**config.mk**
```make
export PLATFORM = sky130hd
export DESIGN_NAME = handshake_magic_deframer
export DESIGN_NICKNAME = d
export VERILOG_FILES = /design/src/hmd_pkg.sv /design/src/hmd_cfg.sv /design/src/hmd_core.sv /design/src/handshake_magic_deframer.sv
export SDC_FILE = /design/constraint.sdc
export NUM_CORES = 1
export LEC_CHECK = 0
export BUFFER_PORTS_ARGS = -buffer_cell sky130_fd_sc_hd__buf_2
export CORE_MARGIN = 2
export CORE_UTILIZATION = 45
export CTS_CLUSTER_DIAMETER = 80
export CTS_CLUSTER_SIZE = 14
export DETAILED_ROUTE_END_ITERATION = 10
export GPL_ROUTABILITY_DRIVEN = 0
export HOLD_SLACK_MARGIN = 0.03
export PLACE_DENSITY = 0.69
export SETUP_SLACK_MARGIN = 0.05
export SYNTH_ARGS = -nofsm -noshare
export SYNTH_HDL_FRONTEND = slang
export SYNTH_HIERARCHICAL = 1
export SYNTH_SLANG_ARGS = --single-unit
export TNS_END_PERCENT = 5
```
**constraint.sdc**
```tcl
create_clock -name clk -period 11.6 [get_ports clk]
set_input_delay 1.16 -clock clk [delete_from_list [all_inputs] [get_ports clk]]
set_output_delay 1.16 -clock clk [all_outputs]
set_load 0.005 [all_outputs]
```
**src/hmd_pkg.sv**
```systemverilog
package hmd_pkg;

	localparam int PUBKEY_BYTES  = 192;
	localparam int MAGIC_BYTES   = 32;
	localparam int MAX_PAD_BYTES = 8192;

	localparam int WORD_W      = 64;
	localparam int MAGIC_WORDS = 4;
	localparam int MAGIC_W     = WORD_W * MAGIC_WORDS;
	localparam int CFG_IDX_W   = 2;

	localparam int LIMIT = PUBKEY_BYTES + MAX_PAD_BYTES + MAGIC_BYTES;
	localparam int CNT_W = 14;

	localparam logic [CNT_W-1:0] KEY_END_C     = CNT_W'(PUBKEY_BYTES);
	localparam logic [CNT_W-1:0] MATCH_START_C = CNT_W'(PUBKEY_BYTES + MAGIC_BYTES);
	localparam logic [CNT_W-1:0] LIMIT_C       = CNT_W'(LIMIT);

	typedef enum logic [CFG_IDX_W-1:0] {
		CFG_MAGIC_0 = 2'd0,
		CFG_MAGIC_1 = 2'd1,
		CFG_MAGIC_2 = 2'd2,
		CFG_MAGIC_3 = 2'd3
	} cfg_idx_t;

	typedef enum logic [2:0] {
		ST_NEED_MORE   = 3'd0,
		ST_KEY_DONE    = 3'd1,
		ST_ESTABLISHED = 3'd2,
		ST_FAILED      = 3'd3,
		ST_PASSTHROUGH = 3'd4
	} status_t;

	typedef enum logic [3:0] {
		PH_KEY   = 4'b0001,
		PH_MAGIC = 4'b0010,
		PH_EST   = 4'b0100,
		PH_FAIL  = 4'b1000
	} phase_t;

	typedef struct packed {
		status_t          status;
		logic [CNT_W-1:0] consumed;
		logic [7:0]       payload;
	} result_t;

	// byte 0 of the magic sits in the top bits of word 0
	function automatic logic [7:0] magic_byte(logic [MAGIC_W-1:0] m, int unsigned i);
		return m[MAGIC_W-1-8*i -: 8];
	endfunction

endpackage

```
**src/hmd_cfg.sv**
```systemverilog
module hmd_cfg (
	input  logic                              clk,
	input  logic                              arst_n,
	input  logic                              cfg_valid,
	output logic                              cfg_ready,
	input  logic [hmd_pkg::CFG_IDX_W-1:0]     cfg_index,
	input  logic [hmd_pkg::WORD_W-1:0]        cfg_data,
	output logic [hmd_pkg::MAGIC_W-1:0]       magic
);
	import hmd_pkg::*;

	logic [WORD_W-1:0] word_q [MAGIC_WORDS];

	assign cfg_ready = 1'b1;

	always_ff @(posedge clk or negedge arst_n) begin
		if (!arst_n) begin
			for (int i = 0; i < MAGIC_WORDS; i++) begin
				word_q[i] <= '0;
			end
		end else if (cfg_valid && cfg_ready) begin
			unique case (cfg_idx_t'(cfg_index))
				CFG_MAGIC_0: word_q[0] <= cfg_data;
				CFG_MAGIC_1: word_q[1] <= cfg_data;
				CFG_MAGIC_2: word_q[2] <= cfg_data;
				CFG_MAGIC_3: word_q[3] <= cfg_data;
				default: ;
			endcase
		end
	end

	assign magic = {word_q[0], word_q[1], word_q[2], word_q[3]};

endmodule

```
**src/hmd_core.sv**
```systemverilog
module hmd_core (
	input  logic                        clk,
	input  logic                        arst_n,
	input  logic                        en,
	input  logic [7:0]                  data_byte,
	input  logic                        restart,
	input  logic [hmd_pkg::MAGIC_W-1:0] magic,
	output hmd_pkg::result_t            result
);
	import hmd_pkg::*;

	phase_t           phase_q;
	logic [CNT_W-1:0] count_q;
	logic [7:0]       window_q [MAGIC_BYTES];

	phase_t           ph;
	phase_t           phase_d;
	logic [CNT_W-1:0] cnt;
	logic [CNT_W-1:0] count_d;
	logic [7:0]       win_next [MAGIC_BYTES];
	logic [MAGIC_BYTES-1:0] hit;
	logic             match;
	logic             shift;

	// window as it stands once this byte is shifted in, newest last
	always_comb begin
		for (int i = 0; i < MAGIC_BYTES - 1; i++) begin
			win_next[i] = window_q[i+1];
		end
		win_next[MAGIC_BYTES-1] = data_byte;
		for (int i = 0; i < MAGIC_BYTES; i++) begin
			hit[i] = (win_next[i] == magic_byte(magic, i));
		end
	end

	assign match = &hit;

	always_comb begin
		ph      = restart ? PH_KEY : phase_q;
		cnt     = restart ? '0 : count_q;
		phase_d = ph;
		count_d = cnt;
		shift   = 1'b0;
		result  = '{status: ST_NEED_MORE, consumed: '0, payload: '0};
		unique case (ph)
			PH_KEY: begin
				count_d = cnt + 1'b1;
				if (count_d >= KEY_END_C) begin
					phase_d       = PH_MAGIC;
					result.status = ST_KEY_DONE;
				end
			end
			PH_MAGIC: begin
				shift = 1'b1;
				if (cnt <= LIMIT_C) begin
					count_d = cnt + 1'b1;
				end
				// running past the limit fails even on a matching byte
				if (count_d > LIMIT_C) begin
					phase_d       = PH_FAIL;
					result.status = ST_FAILED;
				end else if (count_d >= MATCH_START_C && match) begin
					phase_d         = PH_EST;
					result.status   = ST_ESTABLISHED;
					result.consumed = count_d;
				end
			end
			PH_EST: begin
				result.status  = ST_PASSTHROUGH;
				result.payload = data_byte;
			end
			PH_FAIL: begin
				result.status = ST_FAILED;
			end
			default: begin
				result.status = ST_FAILED;
			end
		endcase
	end

	always_ff @(posedge clk or negedge arst_n) begin
		if (!arst_n) begin
			phase_q <= PH_KEY;
			count_q <= '0;
		end else if (en) begin
			phase_q <= phase_d;
			count_q <= count_d;
		end
	end

	// stale window bytes are never compared: a match needs a full window since restart
	always_ff @(posedge clk) begin
		if (en && shift) begin
			for (int i = 0; i < MAGIC_BYTES; i++) begin
				window_q[i] <= win_next[i];
			end
		end
	end

endmodule

```
**src/handshake_magic_deframer.sv**
```systemverilog
// channel   | handshake                    | payload
// ----------+------------------------------+---------------------------------------
// byte in   | byte_valid / byte_stall      | data_byte, restart
// result    | result_valid / result_stall  | status, consumed_count, payload_byte
// config    | cfg_valid / cfg_ready        | cfg_index, cfg_data
//
// one byte a cycle sustained while result_stall is low; a taken request lands in the
// input register, then the window compare and phase update fill the result register
// (result_stall can hold the request in the input register between the two)
// arst_n clears phase, count, magic words and both valid flags; the window needs no reset
// result_stall holds both stages and backs up into byte_stall when the input stage is full
// cfg_ready is always high
module handshake_magic_deframer (
	input  logic                              clk,
	input  logic                              arst_n,
	input  logic                              byte_valid,
	output logic                              byte_stall,
	input  logic [7:0]                        data_byte,
	input  logic                              restart,
	output logic                              result_valid,
	input  logic                              result_stall,
	output hmd_pkg::status_t                  status,
	output logic [hmd_pkg::CNT_W-1:0]         consumed_count,
	output logic [7:0]                        payload_byte,
	input  logic                              cfg_valid,
	output logic                              cfg_ready,
	input  logic [hmd_pkg::CFG_IDX_W-1:0]     cfg_index,
	input  logic [hmd_pkg::WORD_W-1:0]        cfg_data
);
	import hmd_pkg::*;

	logic               valid_s1;
	logic [7:0]         data_s1;
	logic               restart_s1;
	logic               adv;
	logic [MAGIC_W-1:0] magic;
	result_t            res;
	result_t            res_s2;

	hmd_cfg u_cfg (
		.clk       (clk),
		.arst_n    (arst_n),
		.cfg_valid (cfg_valid),
		.cfg_ready (cfg_ready),
		.cfg_index (cfg_index),
		.cfg_data  (cfg_data),
		.magic     (magic)
	);

	// result register free, or being emptied this cycle
	assign adv        = !result_valid || !result_stall;
	assign byte_stall = valid_s1 && !adv;

	always_ff @(posedge clk or negedge arst_n) begin
		if (!arst_n) begin
			valid_s1 <= 1'b0;
		end else if (!byte_stall) begin
			valid_s1 <= byte_valid;
		end
	end

	always_ff @(posedge clk) begin
		if (!byte_stall && byte_valid) begin
			data_s1    <= data_byte;
			restart_s1 <= restart;
		end
	end

	hmd_core u_core (
		.clk       (clk),
		.arst_n    (arst_n),
		.en        (adv && valid_s1),
		.data_byte (data_s1),
		.restart   (restart_s1),
		.magic     (magic),
		.result    (res)
	);

	always_ff @(posedge clk or negedge arst_n) begin
		if (!arst_n) begin
			result_valid <= 1'b0;
		end else if (adv) begin
			result_valid <= valid_s1;
		end
	end

	always_ff @(posedge clk) begin
		if (adv && valid_s1) begin
			res_s2 <= res;
		end
	end

	assign status         = res_s2.status;
	assign consumed_count = res_s2.consumed;
	assign payload_byte   = res_s2.payload;

endmodule

```
==> summary.md <==
| Metric | Value |
|---|---|
| Status | `completed` |
| Fin. Hold Viols | `0` |
| WL final | `58100 µm` |
| PD cells | `between 150 and 200 nW/µm²` |
| Slack of the critical path | `roughly 7.5 ns` |
| Die Ht | `231 µm` |
| TritonCTS buffer count | `46` |
| CTS tree | `done` |
| Syn Nets | `roughly 1500` |
| Number of diodes | `0` |
| CP endpoint kind | `flop` |
| Area contributors post-synth | `edfxtp_1 37%, dfrtp_1 30%, xnor2_1 10%` |
| Vias in the first global route | `around 13000` |
| Commonest non-fill, non-tap cell in the layout | `edfxtp_1` |
| Final slew viol count | `0` |
| Core Box Area | `51100 µm²` |
| Filler cells | `between 4000 and 5000` |
| Final ANT Viol Nets | `0` |
| Post_cts resized | `0` |
| Clk root buf | `clkbuf_16` |
| # rows | `83` |
| Area share of the largest cell type after synthesis | `36.5%` |
| Clock skew | `~0.023 ns` |
| Nets@finish | `1633` |
| Netlist cell types | `74` |
| Min-Delay Path Class | `flop to flop` |
| Cells after Synth | `1437` |
| Slowest Stage Delay on Critical Path | `0.59 ns` |
| Most used cell, CP | `nand3_1` |
| Avg WL per Cell | `between 20 and 30 µm` |
| Register area share after synthesis | `roughly 66%` |
| CP top delay family | `simple AND/OR/NAND/NOR gates` |
| H-tree depth | `2` |
| Cell Count, Final, Fillers Out | `around 2300` |
| Slew headroom | `23.8%` |
| Port bufs | `106` |
| Worst-margin pin slew | `1.14 ns` |
| Asr flop ratio synth | `49.5%` |
| Top_reg_cell synth | `edfxtp_1` |
| Layout cell share with drive strength beyond 1 | `a little under a quarter` |
| Worst Path Arrival | `4.59 ns` |
| Post-Syn Area | `~23000 µm²` |
| Ys Warns | `6` |
| DRT Pass-1 Iters | `5` |
| Total GRT Usage | `~22%` |
| Buf/Inv on CP | `1` |
| Post-CTS Setup Bufs | `0` |
| Die area | `53400 µm²` |
| CP Cell Sequence | `buf_4 -> nor2b_1 -> ha_1 -> nand3_1 -> nor4_2 -> nand3_1 -> or3_1 -> a21oi_1 -> o31ai_2 -> nor3b_4 -> and3_1` |
| Yosys reg bits | `558` |
| Hold_buf cts | `0` |
| DP HPWL | `slightly above 40000 µm` |
| CP startpoint kind | `flop` |
| Most frequent cells in the layout | `282 x edfxtp_1, 275 x dfrtp_1, 266 x xnor2_1` |
| Cell taking the most area after synthesis | `edfxtp_1` |
| DP Worst Slack | `7.18 ns` |
| Final min period | `4.15 ns` |
| Io pins | `108` |
| DRC viols | `0` |
| Reg clk slew, reported paths | `0.06 ns` |
| Clk sinks | `roughly 560` |
| First-pass GRT wire length | `between 80000 and 90000 µm` |
| CP max FO | `31` |
| Max VDD drop | `102 µV` |
| Max clock buf depth | `3` |
| Latest clock arrival within the worst-skew pair | `0.60 ns` |
| Slowest-stage cell, CP | `nor3b_4` |
| Worst setup path category | `flop to flop` |
| TNS Setup | `0 ns` |
| Dpl cells | `between 2000 and 2500` |
| Via count | `12700` |
| FMAX | `241 MHz` |
| Critical path data required time | `roughly 12 ns` |
| Drt initial violations | `1309` |
| WHS | `0.458 ns` |
| Leakage | `9.49 nW` |
| Max cap viols | `0` |
| Largest net degree at the start of global routing | `180` |
| GRT overflow | `0` |
| Finish-stage setup viols | `0` |
| Die X | `231 µm` |
| Vias per inst | `between 5 and 6` |
| Number of synthesized flops with an enable pin | `282` |
| RSZ-0062 raised after global routing | `false` |
| Design area | `25700 µm²` |
| Area after DPL | `about 24000 µm²` |
| Mean post-synth cell area | `16.1 µm²` |
| Initial antenna violation count | `10` |
| Final period util | `35.7%` |
| Syn-to-layout area delta | `10.7%` |
| Starting Density | `45.4%` |
worst register-to-register path: stages (launching register included):
cell and delay, ns:
edfxtp_1 0.36, buf_4 0.24, nor2b_1 0.31, ha_1 0.40
nand3_1 0.25, nor4_2 0.47, nand3_1 0.19, or3_1 0.34
a21oi_1 0.39, o31ai_2 0.20, nor3b_4 0.59, and3_1 0.27
cells in the mapped netlist (3+ instances only):
library cell,count
nor4_1,17
nand3b_1,4
xnor2_1,266
a311o_1,3
a31oi_1,5
a21oi_1,10
clkbuf_1,11
nor3_1,3
o21ai_0,16
buf_4,6
nand2b_1,4
mux2_2,132
nand3_1,12
dfrtp_1,275
a21o_1,4
mux2i_1,6
o31ai_1,7
nor2b_1,6
nand2_1,24
xor2_1,3
o21a_1,3
inv_1,8
buf_6,20
mux2_1,65
a22o_1,7
mux2_4,60
nor2_1,20
and2_1,20
buf_2,13
nand4_1,71
and3_1,4
edfxtp_1,282
final cells by class:
cell class                 instances  area [µm²]  share of cell area, %
sequential                       558       15400                   59.9
clock inverter                     4        53.8                  0.210
timing repair buffer             117         636                   2.48
clock buffer                      79        1280                   5.00
multi-input combinational        821        7440                   29.0
tap                              680         851                   3.31
inverter                           8        37.5                  0.146
stage by stage:
stage / utilization (%) / power (mW)
CTS: 50.3 / 4.66
finish: 50.3 / 4.62
floorplan: - / 2.93
global placement: 47.6 / 3.18
detailed placement: 47.6 / 3.20
global route: 50.3 / 4.80
power breakdown:
part / leakage, nW / internal, mW / switching [mW]
logic: 2.99 / 0.325 / 0.340
registers: 5.86 / 2.32 / 0.181
clock network: 0.637 / 0.758 / 0.700
sequential cells by signal (all words and copies together), names as in the netlist:
signal,count
consumed_count,14
data_s1,8
payload_byte,8
restart_s1,1
result_valid,1
status,3
u_cfg/magic,256
u_core/count_q,14
u_core/phase_q,4
u_core/window_q,248
valid_s1,1
path summary, 6_finish.rpt:
kind                       depth (start not counted)                               end                               from  slack [ns]
min in group asynchronous                          1      u_cfg/magic[100]$_DFFE_PN0P_                             arst_n        0.59
min                                                0  u_core/window_q[0][98]$_DFFE_PP_  u_core/window_q[0][106]$_DFFE_PP_        0.46
max in group asynchronous                          2       u_cfg/magic[25]$_DFFE_PN0P_                             arst_n        9.47
max reg2reg                                       11       consumed_count[6]$_DFFE_PP_               restart_s1$_DFFE_PP_        7.45
max                                               11       consumed_count[6]$_DFFE_PP_               restart_s1$_DFFE_PP_        7.45
min reg2reg                                        0  u_core/window_q[0][98]$_DFFE_PP_  u_core/window_q[0][106]$_DFFE_PP_        0.46
metal layers:
| metal | part of all wire (%) | vias to the layer above | GRT usage, % |
|---|---|---|---|
| met5 | 0.13 | - | 0 |
| li1 | - | 5498 | - |
| met1 | 43 | 6682 | 30.6 |
| met4 | 2.0 | 14 | 4.72 |
| met3 | 6.4 | 75 | 4.38 |
| met2 | 49 | 427 | 36.2 |
logic make-up (layout without fill, tap and decap cells):
| logic type | count (synthesis) | after routing | synth area share (%) |
|---|---|---|---|
| flops | 558 | 558 | 66.3 |
| xor+xnor | 269 | 269 | 10.2 |
| mux | 263 | 263 | 13.7 |
| simple gates | 205 | 205 | 5.30 |
| compound gates | 82 | 82 | 2.70 |
| buf+inv | 58 | 208 | 1.75 |
| fa+ha+maj | 1 | 1 | 0.0539 |
| other cells | 1 | 1 | 0.0162 |
Power figures use the tool's default switching activity.
